`config.mk`:
```
export PLATFORM = sky130hd
export DESIGN_NAME = cvtg_div_pipe
export DESIGN_NICKNAME = d
export VERILOG_FILES = /design/src/hdl/cvtg_div_pipe.sv
export SDC_FILE = /design/constraint.sdc
export NUM_CORES = 1
export LEC_CHECK = 0
export BUFFER_PORTS_ARGS = -buffer_cell sky130_fd_sc_hd__clkbuf_2
export CAP_MARGIN = 5
export CORE_UTILIZATION = 60
export DETAILED_ROUTE_END_ITERATION = 10
export GPL_ROUTABILITY_DRIVEN = 0
export GPL_TIMING_DRIVEN = 0
export PLACE_DENSITY = 0.79
export SYNTH_ARGS = -nofsm -noshare
export SYNTH_HDL_FRONTEND = slang
export SYNTH_SLANG_ARGS = --single-unit
```
`constraint.sdc`:
```
create_clock -name aclk -period 2.61 [get_ports aclk]
set_input_delay 0.261 -clock aclk [delete_from_list [all_inputs] [get_ports aclk]]
set_output_delay 0.261 -clock aclk [all_outputs]
set_load 0.005 [all_outputs]
```
`src/hdl/cvtg_div_pipe.sv`:
```
// ----------------------------------------------------------------------------
// cvtg_div_pipe
// Pipelined restoring divider: one quotient bit per stage, sideband payload
// travels with each transaction.
// ----------------------------------------------------------------------------
module cvtg_div_pipe #(
    parameter int DW = 8,
    parameter int SW = 8,
    parameter int PW = 1
) (
    input  logic          aclk,
    input  logic          aresetn,
    input  logic          en,
    input  logic          in_valid,
    input  logic [DW-1:0] in_dividend,
    input  logic [SW-1:0] in_divisor,
    input  logic [PW-1:0] in_payload,
    output logic          out_valid,
    output logic [DW-1:0] out_quotient,
    output logic [PW-1:0] out_payload
);

    logic          vld_reg [DW];
    logic [SW-1:0] rem_reg [DW];
    logic [DW-1:0] acc_reg [DW];
    logic [SW-1:0] dvs_reg [DW];
    logic [PW-1:0] pay_reg [DW];

    for (genvar k = 0; k < DW; k++) begin : g_step
        logic          cur_v;
        logic [SW-1:0] cur_rem;
        logic [SW-1:0] cur_dvs;
        logic [DW-1:0] cur_acc;
        logic [PW-1:0] cur_pay;
        logic [SW:0]   trial;
        logic [SW:0]   diff;
        logic          take;

        if (k == 0) begin : g_first
            assign cur_v   = in_valid;
            assign cur_rem = '0;
            assign cur_dvs = in_divisor;
            assign cur_acc = in_dividend;
            assign cur_pay = in_payload;
        end else begin : g_next
            assign cur_v   = vld_reg[k-1];
            assign cur_rem = rem_reg[k-1];
            assign cur_dvs = dvs_reg[k-1];
            assign cur_acc = acc_reg[k-1];
            assign cur_pay = pay_reg[k-1];
        end

        // Shift in the next dividend bit and try the subtraction
        assign trial = {cur_rem, cur_acc[DW-1]};
        assign diff  = trial - {1'b0, cur_dvs};
        assign take  = (trial >= {1'b0, cur_dvs});

        always_ff @(posedge aclk) begin
            if (!aresetn) begin
                vld_reg[k] <= 1'b0;
            end else if (en) begin
                vld_reg[k] <= cur_v;
            end
        end

        always_ff @(posedge aclk) begin
            if (en) begin
                rem_reg[k] <= take ? diff[SW-1:0] : trial[SW-1:0];
                acc_reg[k] <= {cur_acc[DW-2:0], take};
                dvs_reg[k] <= cur_dvs;
                pay_reg[k] <= cur_pay;
            end
        end
    end

    assign out_valid    = vld_reg[DW-1];
    assign out_quotient = acc_reg[DW-1];
    assign out_payload  = pay_reg[DW-1];

endmodule

```
# Word level (Yosys, flattened, before mapping)
# Memory sizes are Yosys's and may differ from the RTL's.
# Cells that the tools add are included.
# word_totals
reg_bits	0
mem_bits_rw	208
input_bits	21
out_inout_bits	10
wordCells	50
mem_count	5
# op_classes
add_sub_neg	8
order_cmp	8
n_mux	21
bitwise_logic	8
# mem_list
name	words	word_bits	rd	rd_clocked_by_memory_dff	write_ports	line_no	source
acc_reg	8	8	8	0	8	25	logic [DW-1:0] acc_reg [DW];
dvs_reg	8	8	7	0	8	26	logic [SW-1:0] dvs_reg [DW];
rem_reg	8	8	7	0	8	24	logic [SW-1:0] rem_reg [DW];
pay_reg	8	1	8	0	8	27	logic [PW-1:0] pay_reg [DW];
vld_reg	8	1	8	0	8	23	logic vld_reg [DW];
# ops
operator	count
8-bit 2-to-1 mux	8
9-bit by 8-bit greater-or-equal comparator with 1-bit output	7
8-bit subtractor	7
1-bit 2-to-1 mux	13
1-bit by 8-bit greater-or-equal comparator with 1-bit output	1
1-bit OR	8
1-bit by 8-bit subtractor with 8-bit output	1

# Logic depth before layout (Yosys ltp)
# logic_depth
word_depth	4
ltp_mapped	9
depth_no_buf	8

# Worst setup path before layout
# OpenSTA, ideal clock, no wires.
# synth_timing
path_type	register -> register
start	memory dvs_reg[1][0], in the netlist dvs_reg[0][8]
end	memory rem_reg[2][6], in the netlist rem_reg[1][6] (data pin)
setup_ns	0.260
arrival_time_ns	1.911
required_time_ns	2.350
slack_ns	0.438
stages_incl_launch_ff	8
n_path_buf	0
period_less_slack_ns	2.172
cell_sequence	edfxtp_1 ha_1 fa_1 nor2b_1 o31a_1 nor4_1 a311o_1 mux2_4
# synth_lines
item	line_no
from (decl)	26
to (decl)	24

==> impl_results.md <==
* Post-synthesis mux area share at 6.56%
* HP Class: in2reg
* CP arrival at approximately 2.6 ns
* Count leader, synth: edfxtp_1
* Synth async-reset ratio at 0%
* DIE HEIGHT at 127 µm
* Top cells by area, synth: edfxtp_1, ha_1, mux2_4
* Root Buffer: clkbuf_16
* Cells after Synth at roughly 650
* Initial Utilization at slightly above 60%
* Tmin final at 2.43 ns
* Max Cap Violations at 0
* Post-Synth XOR/XNOR Area at around 1.7%
* First-pass GRT wire length at 24200 µm
* Count of flip-flops with a built-in enable after synthesis at roughly 190
* Total track usage at 19.6%
* Most instantiated cells after synthesis: edfxtp_1, inv_1, ha_1, mux2_4, nor2_1
* Longest Clk Path Bufs at 2
* Least-Margin Pin Slew at 0.661 ns
* Port buffer count at 30
* CTS clk-pin slew, worst paths at roughly 0.070 ns
* Initial antenna violation count at 0
* CP cell instances: ha_1, fa_1, nor2b_1, o31a_1, nor4_1, a311o_1, mux2_4
* Iter 0 DRT Violations at a little under 300
* Cell Rows at 45
* Max Freq at 411 MHz
* Ys Warns at 0
* Post-synthesis compound-gate area fraction at 10.0%
* Max FFs per register at 64
* Cts repair resizes at 0
* GRT overflow at 0
* Layout area overhead at 11.7%
* CTS tree: yes
* Synth cell types at 49
* Antenna Violating Nets Remaining at 0
* Worst skew pair latency at around 0.44 ns
* Routed WL at roughly 14000 µm
* Mapped Area at 9350 µm²
* Crit end category: flip-flop
* Synth area leader: edfxtp_1
* Core area at around 15000 µm²
* Drt wl/cell at 15.9 µm
* Simple-gate share of the synthesized area at 6.32%
* Final net count at 794
* Cell Pwr Density at 920 nW/µm²
* Max incr delay on CP at between 0.4 and 0.5 ns
* Crit Path Max Fanout at 3
* Seq/Total Area, Yosys at 61.6%
* Final period util at 93.2%
* ANT cells at 0
* Final Power at between 9000 and 10000 µW
* Io pins at 31
* Critical Path RT at 2.80 ns
* Share of cells above drive strength 1 at between 10% and 20%
* Final Cell Area at 10400 µm²
* Die ar. at roughly 16000 µm²
* WS Path Type: reg2reg
* Post-DP Area at 9770 µm²
* CP startpoint kind: flip-flop
* DP Wirelength at around 10000 µm
* Drc violations at 0
* Vias at 5241
* Largest net degree at the start of global routing at 113
* Num CTS Buffers at 17
* Hold Fails Final Rpt at 0
* Seq cells post-synth at about 190
* Clock sink count at 192
* Status: finished clean
* Vias/cell at 5.76
* Post-route clock skew at 0.00546 ns
* Slew margin rel. at 55.9%
* H-tree Lvls at 4
* RSZ-0062 raised after global routing: false
* Top cell type's share of synthesized area at 61.4%
* P_leak at 0.00426 µW
* Chip Width at 127 µm
* VDD IR max at between 0.0005 and 0.0006 V
* Vias in the first global route at roughly 5.4k
* Combinational family with the most area after synthesis: compound AO/OA/AOI/OAI gates
* CP max-delay cell: fa_1
* Post-Synth Adder-Cell Area at 9.05%
* Final setup fails at 0
* Average size of a mapped cell at 14.4 µm²
* Final Max Slew Viols at 0
* Syn nets at 736
* Synth Flop Type: edfxtp_1
* DRT Pass-1 Iters at 7
==> layer usage <==
metal	track usage [%]	share of wire [%]
met5	0	0
met3	4.47	2.9
met1	18.8	37
met2	38.7	57
met4	9.94	3.1
==> cells in the final DEF, fill, tap and decap left out, types with 14 or more instances in the layout <==
cell / n
mux2i_1: 14
a21o_1: 17
nor3_1: 20
a21oi_1: 19
nor2_1: 23
xnor2_1: 16
ha_1: 58
mux2_4: 24
clkbuf_2: 33
clkbuf_16: 17
edfxtp_1: 191
inv_1: 81
==> cells by family after synthesis <==
kind of cell / count (synthesis)
flip-flops: 192
AO/OA/AOI/OAI: 116
AND/OR/NAND/NOR: 112
buffers and inverters: 101
adder cells (fa/ha/maj): 64
multiplexers: 48
XOR/XNOR: 18
==> layout make-up <==
type / instances / area, µm²
sequential: 192 / 5760
buffer: 20 / 145
fill: 1027 / 4760
timing repair buffer: 39 / 267
tap: 188 / 235
clock inverter: 13 / 148
inverter: 81 / 304
multi-input combinational: 358 / 3140
clock buffer: 19 / 443
==> report_power, final <==
part           internal (µW)  switching (µW)
clock                   1450            1130
sequential              4000             190
combinational           1430            1390
total                   6890            2710
==> through the flow <==
stage / instances / hold WS [ns] / setup TNS (ns) / setup WS (ns) / utilization, %
after floorplan: 651 / 0.360 / 0 / 0.438 / -
after global placement: 869 / 0.401 / -270.56 / -1.69 / 64.0
after detailed placement: 870 / 0.405 / 0 / 0.202 / 64.3
after CTS: 910 / 0.00395 / 0 / 0.185 / 68.7
after global routing: 910 / 0.00684 / 0 / 0.0793 / 68.7
final: 910 / 0.0188 / 0 / 0.178 / 68.7
==> worst max-delay path: cells and delay by family, from the launching register on <==
family / cells / cell delay, ns
DFF: 1 / 0.42
AOI/OAI and AO/OA: 2 / 0.56
and+or+nand+nor: 2 / 0.24
adders and majority gates: 2 / 0.69
muxes: 1 / 0.27
==> timing repair <==
item | CTS | global route
setup buffers | 0 | 0
hold buffers | 8 | 0
endpoints found under the hold margin | 8 | 0
==> worst paths after layout <==
| kind | cells after the start | end | slack, ns | startpoint |
|---|---|---|---|---|
| max | 7 | rem_reg[1][6]$_DFFE_PP_ | 0.18 | dvs_reg[0][8]$_DFFE_PP_ |
| max reg2reg | 7 | rem_reg[1][6]$_DFFE_PP_ | 0.18 | dvs_reg[0][8]$_DFFE_PP_ |
| min reg2reg | 0 | acc_reg[1][18]$_DFFE_PP_ | 0.42 | acc_reg[1][9]$_DFFE_PP_ |
| min | 1 | dvs_reg[0][6]$_DFFE_PP_ | 0.02 | in_divisor[6] |
(Power assumes the default switching activity.)
