--- src/hdl/cvtg_pkg.sv ---
// ----------------------------------------------------------------------------
// cvtg_pkg
// Shared types, constants and constant-divisor helpers for the CVT timing
// generator.
// ----------------------------------------------------------------------------
package cvtg_pkg;

    // Divider lane widths (dividend bits = pipeline stages)
    localparam int A_DW = 31;
    localparam int A_SW = 25;
    localparam int D_DW = 29;
    localparam int D_SW = 17;
    localparam int B_DW = 20;
    localparam int B_SW = 31;
    localparam int C_DW = 35;
    localparam int C_SW = 31;

    // Stream payload widths
    localparam int S_DATA_W = 40;
    localparam int S_USER_W = 3;
    localparam int M_DATA_W = 152;
    localparam int M_USER_W = 3;

    // Formula constants
    localparam logic [30:0] NB_NUM_BASE  = 31'd2000000000;
    localparam logic [30:0] NB_NUM_STEP  = 31'd1100000;
    localparam logic [30:0] RB_NUM_BASE  = 31'd1000000000;
    localparam logic [30:0] RB_NUM_STEP  = 31'd460000;
    localparam logic [19:0] NB_VSBP_NUM  = 20'd550000;
    localparam logic [19:0] RB_VBL_NUM   = 20'd460000;
    localparam logic [30:0] PREC_LIMIT   = 31'd33334;
    localparam logic [14:0] PREC_HIGH    = 15'd30000;
    localparam logic [14:0] PREC_LOW     = 15'd20000;
    localparam logic [16:0] PCT_FULL     = 17'd100000;
    localparam logic [14:0] RB_HBLANK    = 15'd160;
    localparam logic [14:0] RB_HSYNC_END = 15'd80;
    localparam logic [14:0] RB_HSYNC     = 15'd32;
    localparam logic [34:0] CLK_SCALE    = 35'd1000000;
    localparam logic [34:0] CLK_MAX      = 35'd134217500;
    localparam logic [24:0] RECIP_250    = 25'd17179869;
    localparam logic [8:0]  CLK_STEP     = 9'd250;

    // Mode geometry carried through the line period divider
    typedef struct packed {
        logic        nz;
        logic        red;
        logic        il;
        logic [14:0] hdisp;
        logic [14:0] vdisp;
        logic [3:0]  vs;
    } cvtg_geom_t;

    // Geometry plus line period
    typedef struct packed {
        cvtg_geom_t  geom;
        logic [30:0] hper;
    } cvtg_line_t;

    // Line period plus horizontal totals
    typedef struct packed {
        cvtg_geom_t  geom;
        logic [30:0] hper;
        logic [14:0] htot;
        logic [14:0] hse;
    } cvtg_hor_t;

    // Finished timing fields waiting for the pixel clock
    typedef struct packed {
        logic        nz;
        logic        red;
        logic        il;
        logic [14:0] hdisp;
        logic [14:0] hss;
        logic [14:0] hse;
        logic [14:0] htot;
        logic [15:0] vdisp;
        logic [15:0] vss;
        logic [15:0] vse;
        logic [15:0] vtot;
    } cvtg_tim_t;

    // floor(x / 1000) for x below 2^19
    function automatic logic [9:0] div1000_19(input logic [18:0] x);
        logic [37:0] p;
        logic [9:0]  q;
        logic [18:0] r;
        p = 38'(x) * 38'(268435);
        q = p[37:28];
        r = x - 19'(19'(q) * 19'd1000);
        if (r >= 19'd1000) begin
            q = q + 10'd1;
        end
        return q;
    endfunction

    // floor(x / 10) for x below 2^17
    function automatic logic [13:0] div10_17(input logic [16:0] x);
        logic [36:0] p;
        logic [13:0] q;
        logic [16:0] r;
        p = 37'(x) * 37'(104857);
        q = p[33:20];
        r = x - 17'(17'(q) * 17'd10);
        if (r >= 17'd10) begin
            q = q + 14'd1;
        end
        return q;
    endfunction

    // floor(x / 25) for x below 2^16
    function automatic logic [11:0] div25_16(input logic [15:0] x);
        logic [31:0] p;
        logic [11:0] q;
        logic [15:0] r;
        p = 32'(x) * 32'(41943);
        q = p[31:20];
        r = x - 16'(16'(q) * 16'd25);
        if (r >= 16'd25) begin
            q = q + 12'd1;
        end
        return q;
    endfunction

    // x is a multiple of 9
    function automatic logic is_mult9(input logic [13:0] x);
        logic [26:0] p;
        logic [10:0] q;
        logic [13:0] r;
        p = 27'(x) * 27'(7281);
        q = p[26:16];
        r = x - 14'(14'(q) * 14'd9);
        if (r >= 14'd9) begin
            r = r - 14'd9;
        end
        return (r == 14'd0);
    endfunction

    // Vsync width from the aspect ratio of the request
    function automatic logic [3:0] vsync_width(input logic [13:0] w, input logic [13:0] h);
        logic [3:0] vs;
        priority if (18'(w) * 18'd3 == 18'(h) * 18'd4) begin
            vs = 4'd4;
        end else if (18'(w) * 18'd9 == 18'(h) * 18'd16) begin
            vs = 4'd5;
        end else if ((18'(w) * 18'd5 == 18'(h) * 18'd8) && !h[0]) begin
            vs = 4'd6;
        end else if (18'(w) * 18'd4 == 18'(h) * 18'd5) begin
            vs = 4'd7;
        end else if ((18'(w) * 18'd3 == 18'(h) * 18'd5) && is_mult9(h)) begin
            vs = 4'd7;
        end else begin
            vs = 4'd10;
        end
        return vs;
    endfunction

endpackage

--- src/hdl/cvtg_clk_round.sv ---
// ----------------------------------------------------------------------------
// cvtg_clk_round
// Pixel clock rounding down to the 250 kHz step, saturation and the
// result register.
// ----------------------------------------------------------------------------
module cvtg_clk_round (
    input  logic                         aclk,
    input  logic                         aresetn,
    input  logic                         en,
    input  logic                         in_valid,
    input  logic [cvtg_pkg::C_DW-1:0]     in_clk,
    input  cvtg_pkg::cvtg_tim_t          in_tim,
    output logic                         out_valid,
    output logic [26:0]                  out_clk,
    output cvtg_pkg::cvtg_tim_t          out_tim
);
    import cvtg_pkg::*;

    logic        v1_reg, v2_reg;
    logic        ge1_reg;
    logic [26:0] x1_reg;
    logic [51:0] p1_reg;
    cvtg_tim_t   t1_reg, t2_reg, t2_next;
    logic [26:0] clk2_reg, clk2_next;
    logic [19:0] q0;
    logic [26:0] rem0;

    always_ff @(posedge aclk) begin
        if (!aresetn) begin
            v1_reg <= 1'b0;
            v2_reg <= 1'b0;
        end else if (en) begin
            v1_reg <= in_valid;
            v2_reg <= v1_reg;
        end
    end

    // Round down by reciprocal estimate and one correction; zero a null mode
    always_comb begin
        q0   = p1_reg[51:32];
        rem0 = x1_reg - 27'(27'(q0) * 27'(CLK_STEP));
        if (rem0 >= 27'(CLK_STEP)) begin
            rem0 = rem0 - 27'(CLK_STEP);
        end
        clk2_next = ge1_reg ? CLK_MAX[26:0] : (x1_reg - rem0);
        t2_next   = t1_reg;
        if (!t1_reg.nz) begin
            t2_next   = '0;
            clk2_next = 27'd0;
        end
    end

    always_ff @(posedge aclk) begin
        if (en) begin
            ge1_reg  <= (in_clk >= CLK_MAX);
            x1_reg   <= in_clk[26:0];
            p1_reg   <= 52'(in_clk[26:0]) * 52'(RECIP_250);
            t1_reg   <= in_tim;
            t2_reg   <= t2_next;
            clk2_reg <= clk2_next;
        end
    end

    assign out_valid = v2_reg;
    assign out_clk   = clk2_reg;
    assign out_tim   = t2_reg;

endmodule

--- config.mk ---
export PLATFORM = sky130hd
export DESIGN_NAME = cvtg_clk_round
export DESIGN_NICKNAME = d
export VERILOG_FILES = /design/src/hdl/cvtg_pkg.sv /design/src/hdl/cvtg_clk_round.sv
export SDC_FILE = /design/constraint.sdc
export NUM_CORES = 1
export LEC_CHECK = 0
export BUFFER_PORTS_ARGS = -buffer_cell sky130_fd_sc_hd__buf_2
export CORE_MARGIN = 2
export CORE_UTILIZATION = 45
export DETAILED_ROUTE_END_ITERATION = 10
export GPL_ROUTABILITY_DRIVEN = 1
export RECOVER_POWER = 100
export REMOVE_ABC_BUFFERS = 1
export SETUP_SLACK_MARGIN = 0.2
export SLEW_MARGIN = 25
export SYNTH_ARGS = -nofsm -noshare
export SYNTH_HDL_FRONTEND = slang
export SYNTH_SLANG_ARGS = --single-unit
--- constraint.sdc ---
create_clock -name aclk -period 17.25 [get_ports aclk]
set_input_delay 2.5875 -clock aclk [delete_from_list [all_inputs] [get_ports aclk]]
set_output_delay 2.5875 -clock aclk [all_outputs]
set_load 0.01 [all_outputs]
; ---- Yosys cells after proc, flatten, opt, wreduce, memory -nomap -nowiden
; Cells that the tools add are included.
[word_totals]
output_inout_bits = 155
regBits = 363
[op_classes]
multipliers = 2
order_cmp = 2
bitwise_logic = 1
reduce_logical = 1
n_mux = 3
n_addsub = 3
[ops]
columns = cell, n
row1 = $mux 127, 1
row2 = $mux 27, 2
row3 = $sub 27x27->27, 2
row4 = $mul 27x25->52 const B, 1
row5 = $ge 35x27->1 const B, 1
row6 = $ge 27x8->1 const B, 1
row7 = $sub 27x8->27 const B, 1
row8 = $mul 20x7->26 const B, 1
row9 = $reduce_or 2->1, 1
row10 = $not 1->1, 1

; ---- Longest topological paths before layout
[logic_depth]
ltp_word = 6
ltp_mapped = 44
depth_no_buf = 42

; ---- Least setup slack after synthesis
; OpenSTA, ideal clock, no wires.
[synth_timing]
path_kind = reg-to-reg
startpoint = reg p1_reg[32]
endpoint = reg clk2_reg[25], in the netlist out_clk[25] (data pin)
period_less_slack_ns = 9.691
t_required_ns = 16.980
arrival_time_ns = 9.421
path_stages_with_launch = 42
slack_ns = 7.559
setup_ns = 0.270
path_cell_list = edfxtp_1 fa_1 inv_1 fa_1 inv_1 fa_1 fa_1 ha_1 inv_1 o21bai_1 a21oi_1 nor2b_1 o21a_1 o31a_1 o41a_1 a21o_1 a21oi_1 xor2_1 [... 6 more ...] nor4_4 nand4_1 or2_1 buf_2 buf_4 xnor2_1 ha_1 o21a_1 o21a_1 o2111ai_1 nand3_1 a31oi_1 a31oi_1 a221o_1 a211o_1 a21oi_1 xor2_1 a21oi_1
[synth_via]
elab_chain_len = 6
[synth_lines]
columns = element, line
row1 = from (decl), cvtg_clk_round.sv:22  ; logic [51:0] p1_reg;
row2 = from (signal assigned), cvtg_clk_round.sv:57  ; p1_reg <= 52'(in_clk[26:0]) * 52'(RECIP_250);
row3 = $mul 20x7->26 (*), cvtg_clk_round.sv:41  ; rem0 = x1_reg - 27'(27'(q0) * 27'(CLK_STEP));
row4 = $sub 27x27->27 (*), cvtg_clk_round.sv:41
row5 = $sub 27x8->27 / $ge 27x8->1 (equally long branches), "cvtg_clk_round.sv:43, cvtg_clk_round.sv:42"
row6 = $mux 27 (*), cvtg_clk_round.sv:42  ; if (rem0 >= 27'(CLK_STEP)) begin
row7 = $sub 27x27->27 (*), cvtg_clk_round.sv:45  ; clk2_next = ge1_reg ? CLK_MAX[26:0] : (x1_reg - rem0);
row8 = $mux 27 (*), cvtg_clk_round.sv:45
row9 = to (signal assigned), cvtg_clk_round.sv:60  ; clk2_reg <= clk2_next;
row10 = to (decl), cvtg_clk_round.sv:24  ; logic [26:0] clk2_reg, clk2_next;
; Every way passes the cells marked *; elsewhere a longest branch is shown, timed or not.
; A chain may end at the register's enable or synchronous reset.

; ---- Worst setup path in the final report
[layout_timing]
startpoint = in en
endpoint = reg t1_reg[27] (netlist name), enable pin
[layout_lines]
columns = element, line
row1 = from (decl), cvtg_clk_round.sv:9  ; input logic en,
row2 = to (signal assigned), cvtg_clk_round.sv:58  ; t1_reg <= in_tim;
row3 = to (decl), cvtg_clk_round.sv:23  ; cvtg_tim_t t1_reg, t2_reg, t2_next;
; No word-level cell between the ends.

==> reports/metrics.yaml <==
outcome: "finished, violations left"
violations: "max-capacitance violations, max-slew violations"
hold_viol_final: 0
fin_util: 0.514
drive_above_1_share: 0.0756
cts.htree.levels: 2
clk_pin_slew_ps: 60
place_area_um2: 30200
io_pins: 321
grt_overflow_total: 0
post_cts_buffers: 0
fp.dieH_um: 252
hold_path_class: "flip-flop to flip-flop"
seq_area_frac_synth: 0.357
arrival_ps: 11940
fin_crit_sh: 0.690
required_ps: 17270
setup_viol: 0
chipWidth_um: 252
tightestPinTransition_ps: 4720
ys_async_sr_fraction: 0
via_per_inst: 5.06
area_growth_syn_to_layout_pct: 12.5
clk_latency_ps: 560
critical_path.max_fanout: 190
postLayoutCellArea_um2: 31100
multi_input_area_um2: 15600
cp-start-kind: "primary input"
ff_latch_area_um2: 9890
synth-main-ff-cell: "edfxtp_1"
wl_per_cell_um: 18.4
fin_ws_ps: 5340
cts_tree: "yes"
fmax_mhz: 84.0
vias: 17900
ctsHoldBuffers: 0
whs_path_depth: 1
grt_setup_unrepaired: "no"
grt_pass1_vias: 18900
synth_edf_count: 328
drv_cap: 4
mostFrequentLayoutCells: "inv_1, ha_1, edfxtp_1"
remaining_drc_errors: 0
yosys.area.top_type: "edfxtp_1"
syn_inst: 2385
path_class: "primary input to flip-flop"
avgSynthCellArea_um2: 11.6
grt_pass1_wl_um: 103000
place_ws_ps: 6510
cts_sinks: 330
final_nets: 3557
first_pass_iters: 6
drt-total-wl_um: 65000
fin_setup_tns_ps: 0
grt_usage: 0.208
initial_core_util: 0.457
place_congestion: 0.879
ys_warn_count: 0
reg2reg_depth: 40
critPathCaptureType: "flip-flop"
cts-root-buf: "clkbuf_16"
n_fill_cell: 5476
synth_area_um2: 27700
ys_ff_latch: 330
netlist_top_cells_area: "edfxtp_1, fa_1, ha_1"
final_common_cell: "inv_1"
netlist.area_leader.share: 0.356
grt_max_degree: 191
post_cts_resized: 0
drt-initial-drc-count: 910
hpwl_um: 51100
clock_skew_ps: 27.3
coreArea_um2: 60600
row_count: 90
port_buffers: 319
cts_buffer_depth: 3
antenna_found_initial: 5
ant_nets: 0
cts_buffers: 39
relSlewSlack: -2.14
ys_types: 70
fin_crit_ps: 11910
finalMaxSlewViolations: 453
die-area_um2: 63500
[layout make-up]
type / count / area share
Multi-Input combinational cell: 1467 / 0.500
Sequential cell: 330 / 0.318
Inverter: 561 / 0.0676
Timing Repair Buffer: 322 / 0.0442
Clock buffer: 48 / 0.0331
Tap cell: 782 / 0.0314
Clock inverter: 22 / 0.00583
Antenna cell: 2 / 0.000161
[per-stage QoR]
| stage | hold WS [ps] | instances |
|---|---|---|
| finish | 510 | 3534 |
| global route | 532 | 3533 |
| CTS | 513 | 3531 |
| detailed placement | 509 | 3461 |
| global placement | 494 | 3461 |
| floorplan | 482 | 2358 |
[cells in the mapped netlist, drive strengths merged (7+ instances only)]
master and count:
inv 561, ha 397, edfxtp 328, fa 273, and2 136, a21oi 95
nor2 64, xnor2 59, o21ai 47, nand2 42, xor2 41, a21o 38
nand3 30, nor3 25, o21a 22, nand4 21, clkbuf 18, nor2b 15
nand2b 14, or3 14, o21bai 12, a31oi 10, a211oi 9, buf 9
o211ai 9, and3 8, o31ai 7
[worst max-delay path, stage by stage]
cell      delay, ps
clkbuf_1       2070
clkbuf_1       3430
clkbuf_2       3370
[path summary, 6_finish.rpt]
check        startpoint     endpoint  slack (ps)
max                  en   t1_reg[27]        5340
min          t1_reg[81]  out_tim[81]         510
max reg2reg  p1_reg[32]  out_clk[26]        6110
min reg2reg  t1_reg[81]  out_tim[81]         510
[layer usage]
metal	global-route usage	part of all wire	vias up
li1	-	-	8603
met1	0.279	0.45	8747
met2	0.346	0.47	445
met3	0.0389	0.059	81
met4	0.0614	0.024	4
met5	0	0.00045	-
[logic make-up after synthesis]
| logic type | synth area share |
|---|---|
| adder cells (fa/ha/maj) | 0.377 |
| AND/OR/NAND/NOR | 0.0812 |
| AO/OA/AOI/OAI | 0.0703 |
| buffers and inverters | 0.0805 |
| other | 0.000135 |
| flip-flops | 0.357 |
| multiplexers | 0.00217 |
| XOR/XNOR | 0.0316 |
Power is left out: the tool's default activity adds up to more than one toggle a clock period on the data nets, which glitch-free logic cannot reach.
