[src/hdl/cvtg_pkg.sv]
// ----------------------------------------------------------------------------
// cvtg_pkg
// Shared types, constants and constant-divisor helpers for the CVT timing
// generator.
// ----------------------------------------------------------------------------
package cvtg_pkg;

    // Divider lane widths (dividend bits = pipeline stages)
    localparam int A_DW = 31;
    localparam int A_SW = 25;
    localparam int D_DW = 29;
    localparam int D_SW = 17;
    localparam int B_DW = 20;
    localparam int B_SW = 31;
    localparam int C_DW = 35;
    localparam int C_SW = 31;

    // Stream payload widths
    localparam int S_DATA_W = 40;
    localparam int S_USER_W = 3;
    localparam int M_DATA_W = 152;
    localparam int M_USER_W = 3;

    // Formula constants
    localparam logic [30:0] NB_NUM_BASE  = 31'd2000000000;
    localparam logic [30:0] NB_NUM_STEP  = 31'd1100000;
    localparam logic [30:0] RB_NUM_BASE  = 31'd1000000000;
    localparam logic [30:0] RB_NUM_STEP  = 31'd460000;
    localparam logic [19:0] NB_VSBP_NUM  = 20'd550000;
    localparam logic [19:0] RB_VBL_NUM   = 20'd460000;
    localparam logic [30:0] PREC_LIMIT   = 31'd33334;
    localparam logic [14:0] PREC_HIGH    = 15'd30000;
    localparam logic [14:0] PREC_LOW     = 15'd20000;
    localparam logic [16:0] PCT_FULL     = 17'd100000;
    localparam logic [14:0] RB_HBLANK    = 15'd160;
    localparam logic [14:0] RB_HSYNC_END = 15'd80;
    localparam logic [14:0] RB_HSYNC     = 15'd32;
    localparam logic [34:0] CLK_SCALE    = 35'd1000000;
    localparam logic [34:0] CLK_MAX      = 35'd134217500;
    localparam logic [24:0] RECIP_250    = 25'd17179869;
    localparam logic [8:0]  CLK_STEP     = 9'd250;

    // Mode geometry carried through the line period divider
    typedef struct packed {
        logic        nz;
        logic        red;
        logic        il;
        logic [14:0] hdisp;
        logic [14:0] vdisp;
        logic [3:0]  vs;
    } cvtg_geom_t;

    // Geometry plus line period
    typedef struct packed {
        cvtg_geom_t  geom;
        logic [30:0] hper;
    } cvtg_line_t;

    // Line period plus horizontal totals
    typedef struct packed {
        cvtg_geom_t  geom;
        logic [30:0] hper;
        logic [14:0] htot;
        logic [14:0] hse;
    } cvtg_hor_t;

    // Finished timing fields waiting for the pixel clock
    typedef struct packed {
        logic        nz;
        logic        red;
        logic        il;
        logic [14:0] hdisp;
        logic [14:0] hss;
        logic [14:0] hse;
        logic [14:0] htot;
        logic [15:0] vdisp;
        logic [15:0] vss;
        logic [15:0] vse;
        logic [15:0] vtot;
    } cvtg_tim_t;

    // floor(x / 1000) for x below 2^19
    function automatic logic [9:0] div1000_19(input logic [18:0] x);
        logic [37:0] p;
        logic [9:0]  q;
        logic [18:0] r;
        p = 38'(x) * 38'(268435);
        q = p[37:28];
        r = x - 19'(19'(q) * 19'd1000);
        if (r >= 19'd1000) begin
            q = q + 10'd1;
        end
        return q;
    endfunction

    // floor(x / 10) for x below 2^17
    function automatic logic [13:0] div10_17(input logic [16:0] x);
        logic [36:0] p;
        logic [13:0] q;
        logic [16:0] r;
        p = 37'(x) * 37'(104857);
        q = p[33:20];
        r = x - 17'(17'(q) * 17'd10);
        if (r >= 17'd10) begin
            q = q + 14'd1;
        end
        return q;
    endfunction

    // floor(x / 25) for x below 2^16
    function automatic logic [11:0] div25_16(input logic [15:0] x);
        logic [31:0] p;
        logic [11:0] q;
        logic [15:0] r;
        p = 32'(x) * 32'(41943);
        q = p[31:20];
        r = x - 16'(16'(q) * 16'd25);
        if (r >= 16'd25) begin
            q = q + 12'd1;
        end
        return q;
    endfunction

    // x is a multiple of 9
    function automatic logic is_mult9(input logic [13:0] x);
        logic [26:0] p;
        logic [10:0] q;
        logic [13:0] r;
        p = 27'(x) * 27'(7281);
        q = p[26:16];
        r = x - 14'(14'(q) * 14'd9);
        if (r >= 14'd9) begin
            r = r - 14'd9;
        end
        return (r == 14'd0);
    endfunction

    // Vsync width from the aspect ratio of the request
    function automatic logic [3:0] vsync_width(input logic [13:0] w, input logic [13:0] h);
        logic [3:0] vs;
        priority if (18'(w) * 18'd3 == 18'(h) * 18'd4) begin
            vs = 4'd4;
        end else if (18'(w) * 18'd9 == 18'(h) * 18'd16) begin
            vs = 4'd5;
        end else if ((18'(w) * 18'd5 == 18'(h) * 18'd8) && !h[0]) begin
            vs = 4'd6;
        end else if (18'(w) * 18'd4 == 18'(h) * 18'd5) begin
            vs = 4'd7;
        end else if ((18'(w) * 18'd3 == 18'(h) * 18'd5) && is_mult9(h)) begin
            vs = 4'd7;
        end else begin
            vs = 4'd10;
        end
        return vs;
    endfunction

endpackage

[src/hdl/cvtg_front.sv]
// ----------------------------------------------------------------------------
// cvtg_front
// Request capture, active area, margins, vsync width and the line period
// numerator and denominator.
// ----------------------------------------------------------------------------
module cvtg_front (
    input  logic                         aclk,
    input  logic                         aresetn,
    input  logic                         en,
    input  logic                         in_valid,
    input  logic [cvtg_pkg::S_DATA_W-1:0] in_data,
    input  logic [cvtg_pkg::S_USER_W-1:0] in_user,
    output logic                         out_valid,
    output logic [cvtg_pkg::A_DW-1:0]     out_num,
    output logic [cvtg_pkg::A_SW-1:0]     out_den,
    output cvtg_pkg::cvtg_geom_t         out_geom
);
    import cvtg_pkg::*;

    // Stage 1: captured request
    logic        v1_reg;
    logic [13:0] w1_reg, h1_reg;
    logic [7:0]  rate1_reg;
    logic        red1_reg, il1_reg, mg1_reg;

    // Stage 2: rounded sizes and margin products
    logic        v2_reg, nz2_reg, red2_reg, il2_reg, mg2_reg;
    logic [8:0]  vf2_reg;
    logic [13:0] hround2_reg, vround2_reg;
    logic [18:0] hm2_reg, vm2_reg;
    logic [3:0]  vs2_reg;
    logic        nz2_next;
    logic [8:0]  vf2_next;
    logic [13:0] hround2_next, vround2_next;
    logic [7:0]  rate_eff;

    // Stage 3: margins
    logic        v3_reg, nz3_reg, red3_reg, il3_reg;
    logic [8:0]  vf3_reg;
    logic [13:0] hround3_reg, vround3_reg;
    logic [9:0]  hmar3_reg, vmar3_reg;
    logic [3:0]  vs3_reg;
    logic [9:0]  hmar3_next, vmar3_next;

    // Stage 4: display sizes, numerator, denominator base
    logic        v4_reg;
    cvtg_geom_t  g4_reg, g4_next;
    logic [8:0]  vf4_reg;
    logic [30:0] num4_reg, num4_next;
    logic [15:0] base4_reg, base4_next;

    // Stage 5: denominator
    logic        v5_reg;
    cvtg_geom_t  g5_reg;
    logic [30:0] num5_reg;
    logic [24:0] den5_reg;

    // Valid chain
    always_ff @(posedge aclk) begin
        if (!aresetn) begin
            v1_reg <= 1'b0;
            v2_reg <= 1'b0;
            v3_reg <= 1'b0;
            v4_reg <= 1'b0;
            v5_reg <= 1'b0;
        end else if (en) begin
            v1_reg <= in_valid;
            v2_reg <= v1_reg;
            v3_reg <= v2_reg;
            v4_reg <= v3_reg;
            v5_reg <= v4_reg;
        end
    end

    // Field rate and active area
    always_comb begin
        nz2_next     = (w1_reg != 14'd0) && (h1_reg != 14'd0);
        rate_eff     = (rate1_reg == 8'd0) ? 8'd60 : rate1_reg;
        vf2_next     = il1_reg ? {rate_eff, 1'b0} : {1'b0, rate_eff};
        vround2_next = il1_reg ? {1'b0, h1_reg[13:1]} : h1_reg;
        hround2_next = {w1_reg[13:3], 3'b000};
    end

    // Margins, the horizontal one rounded to the cell granularity
    always_comb begin
        hmar3_next = 10'd0;
        vmar3_next = 10'd0;
        if (mg2_reg) begin
            hmar3_next = div1000_19(hm2_reg) & 10'h3F8;
            vmar3_next = div1000_19(vm2_reg);
        end
    end

    // Display sizes and the line period fraction
    always_comb begin
        g4_next.nz    = nz3_reg;
        g4_next.red   = red3_reg;
        g4_next.il    = il3_reg;
        g4_next.hdisp = 15'(hround3_reg) + 15'({hmar3_reg, 1'b0});
        g4_next.vdisp = 15'(vround3_reg) + 15'({vmar3_reg, 1'b0});
        g4_next.vs    = vs3_reg;
        if (red3_reg) begin
            num4_next  = RB_NUM_BASE - 31'(31'(vf3_reg) * RB_NUM_STEP);
            base4_next = (g4_next.vdisp == 15'd0) ? 16'd1 : 16'(g4_next.vdisp);
        end else begin
            num4_next  = NB_NUM_BASE - 31'(31'(vf3_reg) * NB_NUM_STEP);
            base4_next = {g4_next.vdisp + 15'd3, il3_reg};
        end
    end

    // Payload registers
    always_ff @(posedge aclk) begin
        if (en) begin
            w1_reg      <= in_data[13:0];
            h1_reg      <= in_data[27:14];
            rate1_reg   <= in_data[35:28];
            red1_reg    <= in_user[0];
            il1_reg     <= in_user[1];
            mg1_reg     <= in_user[2];

            nz2_reg     <= nz2_next;
            red2_reg    <= red1_reg;
            il2_reg     <= il1_reg;
            mg2_reg     <= mg1_reg;
            vf2_reg     <= vf2_next;
            hround2_reg <= hround2_next;
            vround2_reg <= vround2_next;
            hm2_reg     <= 19'(19'(hround2_next) * 19'd18);
            vm2_reg     <= 19'(19'(vround2_next) * 19'd18);
            vs2_reg     <= vsync_width(w1_reg, h1_reg);

            nz3_reg     <= nz2_reg;
            red3_reg    <= red2_reg;
            il3_reg     <= il2_reg;
            vf3_reg     <= vf2_reg;
            hround3_reg <= hround2_reg;
            vround3_reg <= vround2_reg;
            hmar3_reg   <= hmar3_next;
            vmar3_reg   <= vmar3_next;
            vs3_reg     <= vs2_reg;

            g4_reg      <= g4_next;
            vf4_reg     <= vf3_reg;
            num4_reg    <= num4_next;
            base4_reg   <= base4_next;

            g5_reg      <= g4_reg;
            num5_reg    <= num4_reg;
            den5_reg    <= 25'(25'(base4_reg) * 25'(vf4_reg));
        end
    end

    assign out_valid = v5_reg;
    assign out_num   = num5_reg;
    assign out_den   = den5_reg;
    assign out_geom  = g5_reg;

endmodule

[config.mk]
export PLATFORM = sky130hd
export DESIGN_NAME = cvtg_front
export DESIGN_NICKNAME = d
export VERILOG_FILES = /design/src/hdl/cvtg_pkg.sv /design/src/hdl/cvtg_front.sv
export SDC_FILE = /design/constraint.sdc
export NUM_CORES = 2
export LEC_CHECK = 0
export BUFFER_PORTS_ARGS = -buffer_cell sky130_fd_sc_hd__buf_2
export CORE_UTILIZATION = 35
export CTS_CLUSTER_DIAMETER = 100
export DETAILED_ROUTE_END_ITERATION = 8
export PLACE_DENSITY = 0.46
export SYNTH_ARGS = -nofsm -noshare
export SYNTH_HDL_FRONTEND = slang
export SYNTH_SLANG_ARGS = --single-unit
[constraint.sdc]
create_clock -name aclk -period 34.1 [get_ports aclk]
set_input_delay 5.115 -clock aclk [delete_from_list [all_inputs] [get_ports aclk]]
set_output_delay 5.115 -clock aclk [all_outputs]
set_load 0.005 [all_outputs]
## Word-level counts from Yosys, hierarchy flattened

Index checks and enable logic that the tools add are counted.

| word-level totals | value |
|---|---|
| word-level logic and storage cells | 115 |
| input bits | 47 |
| register bits | 366 |
| output and inout bits | 94 |

| cells by class | value |
|---|---|
| multiply operators | 15 |
| reduce and logical (&&, ||, !) cells | 11 |
| eq/ne operators | 5 |
| muxes and demuxes | 18 |
| $add $sub $neg | 11 |
| $lt $le $gt $ge | 3 |

Operators by type and width:

| operator | number |
|---|---|
| two-way mux 14 bit | 7 |
| greater-or-equal comparator 19 x 10 -> 1 bit (second input constant) | 2 |
| subtractor 19 bit | 2 |
| multiplier 18 x 19 -> 37 bit (second input constant) | 1 |
| multiplier 14 x 4 -> 18 bit (second input constant) | 2 |
| == test 16 x 17 -> 1 bit | 2 |
| multiplier 14 x 3 -> 17 bit (second input constant) | 2 |
| multiplier 15 x 19 -> 34 bit (second input constant) | 1 |
| multiplier 10 x 7 -> 16 bit (second input constant) | 2 |
| two-way mux 31 bit | 1 |
| subtractor 30 x 28 -> 31 bit (first input constant) | 1 |
| subtractor 31 x 30 -> 31 bit (first input constant) | 1 |
| adder 14 x 11 -> 15 bit | 2 |
| nonzero test 14 bit | 2 |
| multiplier 14 x 13 -> 27 bit (second input constant) | 1 |
| multiplier 16 x 9 -> 25 bit | 1 |
| multiplier 9 x 16 -> 25 bit (second input constant) | 1 |
| multiplier 9 x 14 -> 23 bit (second input constant) | 1 |
| adder 10 x 1 -> 10 bit (second input constant) | 2 |
| two-way mux 10 bit | 2 |
| == test 18 bit | 1 |
| == test 17 bit | 1 |
| == test 16 bit | 1 |
| multiplier 14 x 2 -> 16 bit (second input constant) | 1 |
| 19 further kinds | 23 |

## Longest topological paths before layout

| logic depth | value |
|---|---|
| depth in word-level cells | 16 |
| gate-level depth with buffers | 53 |
| mapped depth without buffers | 52 |

## Worst setup path before layout

No wires, ideal clock.

| path | value |
|---|---|
| path type | register to register |
| start point | register vm2_reg[18] |
| end point | register vmar3_reg[2], data pin |
| slack | 22.889 ns |
| data required time | 33.846 ns |
| library setup time | 0.254 ns |
| arrival | 10.957 ns |
| stages on the path, launching flop included | 51 |
| clock period less this slack | 11.211 ns |
| path buffers | 2 |
| cells stage by stage | edfxtp_1 ha_1 inv_1 fa_1 fa_1 inv_1 fa_1 inv_1 fa_1 inv_1 fa_1 inv_1 ha_1 a21oi_1 o21ai_0 o211ai_1 a211o_1 a31oi_1 (+15 left out) nor2b_1 o21a_1 o21ai_0 nand2b_1 a21oi_1 xnor2_1 ha_1 clkbuf_1 a21o_1 a21o_1 a21o_1 mux2_2 a311o_1 a211oi_2 nand4_2 buf_6 and3_1 o21a_1 |

| between the ends | value |
|---|---|
| word-level cells in the longest chain between the ends | 5 |
| elaborated cells on any way between the ends | 6 |
| those cells by class | add/sub (2); mul (2); order compare (1); mux (1) |

Ends and longest elaborated chain:

| item | line | source |
|---|---|---|
| start, declared | cvtg_front.sv:30 | `logic [18:0] hm2_reg, vm2_reg;` |
| start signal, assigned | cvtg_front.sv:129 | `vm2_reg <= 19'(19'(vround2_next) * 19'd18);` |
| multiplier 18 x 19 -> 37 bit | cvtg_pkg.sv:87 | `p = 38'(x) * 38'(268435);` |
| multiplier 10 x 7 -> 16 bit | cvtg_pkg.sv:89 | `r = x - 19'(19'(q) * 19'd1000);` |
| subtractor 19 bit | cvtg_pkg.sv:89 |  |
| greater-or-equal comparator 19 x 10 -> 1 bit | cvtg_pkg.sv:90 | `if (r >= 19'd1000) begin` |
| two-way mux 10 bit (*) | cvtg_pkg.sv:90 |  |
| end signal, assigned | cvtg_front.sv:139 | `vmar3_reg <= vmar3_next;` |
| end, declared | cvtg_front.sv:41 | `logic [9:0] hmar3_reg, vmar3_reg;` |

Every way passes the cells marked *; elsewhere a longest branch is shown, timed or not.
A chain may end at the register's enable or synchronous reset.

## Final worst setup path

| path | value |
|---|---|
| start point | register hm2_reg[17] |
| end point | register hmar3_reg[9], data pin |

| between the ends | value |
|---|---|
| word-level cells in the longest chain between the ends | 5 |
| elaborated cells on any way between the ends | 6 |
| those cells by class | add/sub (2); mul (2); order compare (1); mux (1) |

Ends and longest elaborated chain:

| item | line | source |
|---|---|---|
| start, declared | cvtg_front.sv:30 |  |
| start signal, assigned | cvtg_front.sv:128 | `hm2_reg <= 19'(19'(hround2_next) * 19'd18);` |
| multiplier 15 x 19 -> 34 bit | cvtg_pkg.sv:87 |  |
| multiplier 10 x 7 -> 16 bit | cvtg_pkg.sv:89 |  |
| subtractor 19 bit | cvtg_pkg.sv:89 |  |
| greater-or-equal comparator 19 x 10 -> 1 bit | cvtg_pkg.sv:90 |  |
| two-way mux 10 bit (*) | cvtg_pkg.sv:90 |  |
| end signal, assigned | cvtg_front.sv:138 | `hmar3_reg <= hmar3_next;` |
| end, declared | cvtg_front.sv:41 |  |

Marked as above.

==> key figures <==
Logic synthesis
  • Synth area leader: edfxtp_1
  • Post-synth cell types: 91
  • Mux cell area share after synthesis: 0.528%
  • Synthesized cell area: 40800 um^2
  • Synth warn: 0
  • Ys async rst share: 0%
  • Top cells by area, synth: edfxtp_1 (25%), ha_1 (23%), fa_1 (17%), inv_1 (6.8%), xnor2_1 (5.0%)
  • Syn Inst Count: 4002
  • Seq/Total Area, Yosys: 24.9%
  • Post-synth EDFFs: 335
  • Post-Synth Simple-Gate Area: 9.42%
  • Combinational family with the most area after synthesis: adder cells
  • Post-Synth XOR/XNOR Area: 7.11%
  • Avg Inst Size Synth: 10.2 um^2
  • Register bit total from synthesis: 340
  • Yosys top cell area share: 24.7%
  • Compound-Gate Fraction of Synth Area: 10.0%
  • Post-synth top flop: edfxtp_1
  • Synth Area in Adders: 40.4%

Clock tree
  • Reg clk slew, reported paths: 60 ps
  • Root Buffer: clkbuf_16
  • CTS H-tree lvls: 2
  • Hold bufs inserted after CTS: 0
  • TritonCTS clock tree: yes
  • Setup Fix Bufs, Post-CTS: 0
  • # clock sinks: 340
  • Worst skew pair latency: 620 ps
  • Clk buf depth: 3
  • CTS resizes: 0
  • CTS Buf Count: 45

Critical path
  • CP top delay family: adder cells
  • Most frequent CP cell: inv_1
  • Setup CP Type: reg2reg
  • Flop2flop setup slack: 21350 ps
  • CP max stage delay: 630 ps
  • Setup crit end kind: flop
  • R2r worst-path depth: 47
  • CP max stage cell: xor2_1
  • Worst r2r src: hm2_reg[17]
  • WP data required: 34590 ps
  • Worst Path Buf+Inv: 10
  • Crit start category: flop
  • CP arrival: 13250 ps
  • R2r endpoint: hmar3_reg[9]
  • Maximum fanout along the worst path: 7

Placement
  • Area after DPL: 43200 um^2
  • Dpl cells: 5601
  • Port-buffer cells: 128
  • Placer Congestion: 0.822
  • Hpwl dp: 76800 um

Min path
  • Cell depth of the worst hold path: 0
  • Hold path start: vf2_reg[4]
  • Hold EP: vf3_reg[4]
  • Hold crit path type: reg2reg

Timing
  • Final critical-path required period: 12750 ps
  • Fin. max-slew vios: 0
  • RSZ-0062 raised after global routing: false
  • Slew HR: 23.6%
  • Final Cycle Share: 37.4%
  • Hold slack: 412 ps
  • Final count of negative-setup-slack endpoints: 0
  • Setup tns final: 0 ps
  • Worst slew pin tran: 1140 ps
  • Endpoints failing hold: 0
  • Worst Clk Skew: 26.5 ps
  • Fmax: 78.4 MHz

Detailed routing
  • Iter 0 DRT Violations: 1059
  • Post-Route WL: 94100 um
  • DRC: 0
  • Post-route ant nets: 0
  • Vias per cell: 4.78
  • Initial DRT Pass Iterations: 5
  • Via count: 27.2k
  • Wire per inst: 16.6 um

Cells and area
  • Finished Layout Cells: 5683
  • Most frequent cells in the layout: ha_1 (764), inv_1 (743), fa_1 (345)
  • Nets: 5292
  • Layout cells sized above 1: 6.35%
  • Commonest non-fill, non-tap cell in the layout: ha_1
  • Post-route cell area: 44800 um^2
  • Antenna Cells: 0
  • Synth-to-layout area growth: 9.94%
  • Number of fill cells: 11.4k

Run status
  • Run status: completed

GRT
  • Tot GR Track Use: 16.4%
  • Initial antenna violation count: 3
  • Largest net degree at the start of global routing: 77
  • Global-route wire length before repair: 153000 um
  • Vias in the first global route: 27.9k
  • Total congestion overflow: 0

Die
  • Initial core utilization: 35.5%
  • Die ar.: 118000 um^2
  • Core area: 115000 um^2
  • Die height: 343 um
  • Die Span X: 343 um
  • Row count: 124
  • Top-level I/O count: 141

Job
  • Max Cap Viol: 0
[cells by family after synthesis]
group           Yosys count
simple gates            762
flops                   340
other cells               1
compound gates          626
fa+ha+maj              1109
buf+inv                 812
mux                      21
xor+xnor                331
[stage by stage]
| step | setup WS (ps) | util, % |
|---|---|---|
| detailed placement | 21320 | 37.6 |
| CTS | 21210 | 39.0 |
| global placement | 21260 | 37.6 |
| finish | 21350 | 39.0 |
| global route | 20360 | 39.0 |
| floorplan | 22890 | - |
[metal layers]
layer	global-route usage, %	part of all wire (%)
met5	0	0
met4	4.08	2.2
met3	1.70	2.7
met2	26.9	45
met1	23.1	50
[layout make-up]
| cell class | count | area, um^2 | share of cell area (%) |
|---|---|---|---|
| clock buffer | 49 | 1140 | 2.55 |
| clock inverter | 33 | 488 | 1.09 |
| inverter | 744 | 2800 | 6.24 |
| multi-input combinational | 2857 | 27500 | 61.5 |
| sequential | 340 | 10200 | 22.7 |
| tap | 1512 | 1890 | 4.22 |
| timing repair buffer | 148 | 801 | 1.79 |
[worst max path at each step]
| stage | startpoint | to | slack, ps | cells after the start |
|---|---|---|---|---|
| after global routing | vm2_reg[17] | vmar3_reg[9] | 20360 | 52 |
| final | hm2_reg[17] | hmar3_reg[9] | 21350 | 47 |
| after global placement | hm2_reg[17] | hmar3_reg[9] | 21260 | 47 |
| after CTS | hm2_reg[17] | hmar3_reg[9] | 21210 | 47 |
| after detailed placement | hm2_reg[17] | hmar3_reg[9] | 21320 | 47 |
| after floorplan | vm2_reg[18] | vmar3_reg[2] | 22890 | 50 |
[synthesized netlist by cell type (5+ instances only)]
cell type,n
clkbuf_1,55
nand4_1,26
a311o_1,5
a2111oi_0,6
and2_1,95
o21a_1,34
nor4_1,16
buf_4,8
a31oi_1,27
mux2i_1,17
and4_1,5
or3_1,17
o21bai_1,37
or2_2,17
a211oi_1,13
dfxtp_1,5
nand2_1,216
a41oi_1,6
o211ai_1,14
o2111ai_1,8
and3_1,16
o31ai_1,14
edfxtp_1,335
nor2b_1,48
nand3_1,67
nand2b_1,24
o21ai_0,125
fa_1,345
a211o_1,6
a21oi_1,171
inv_1,743
o31a_1,6
nor2_1,141
a21o_1,77
xor2_1,97
a311oi_1,6
ha_1,764
a21boi_0,8
o21ai_1,12
xnor2_1,234
nor3_1,44
Power is not shown: default switching activity piles up to over one toggle a cycle in this logic, so the estimate is an artifact.
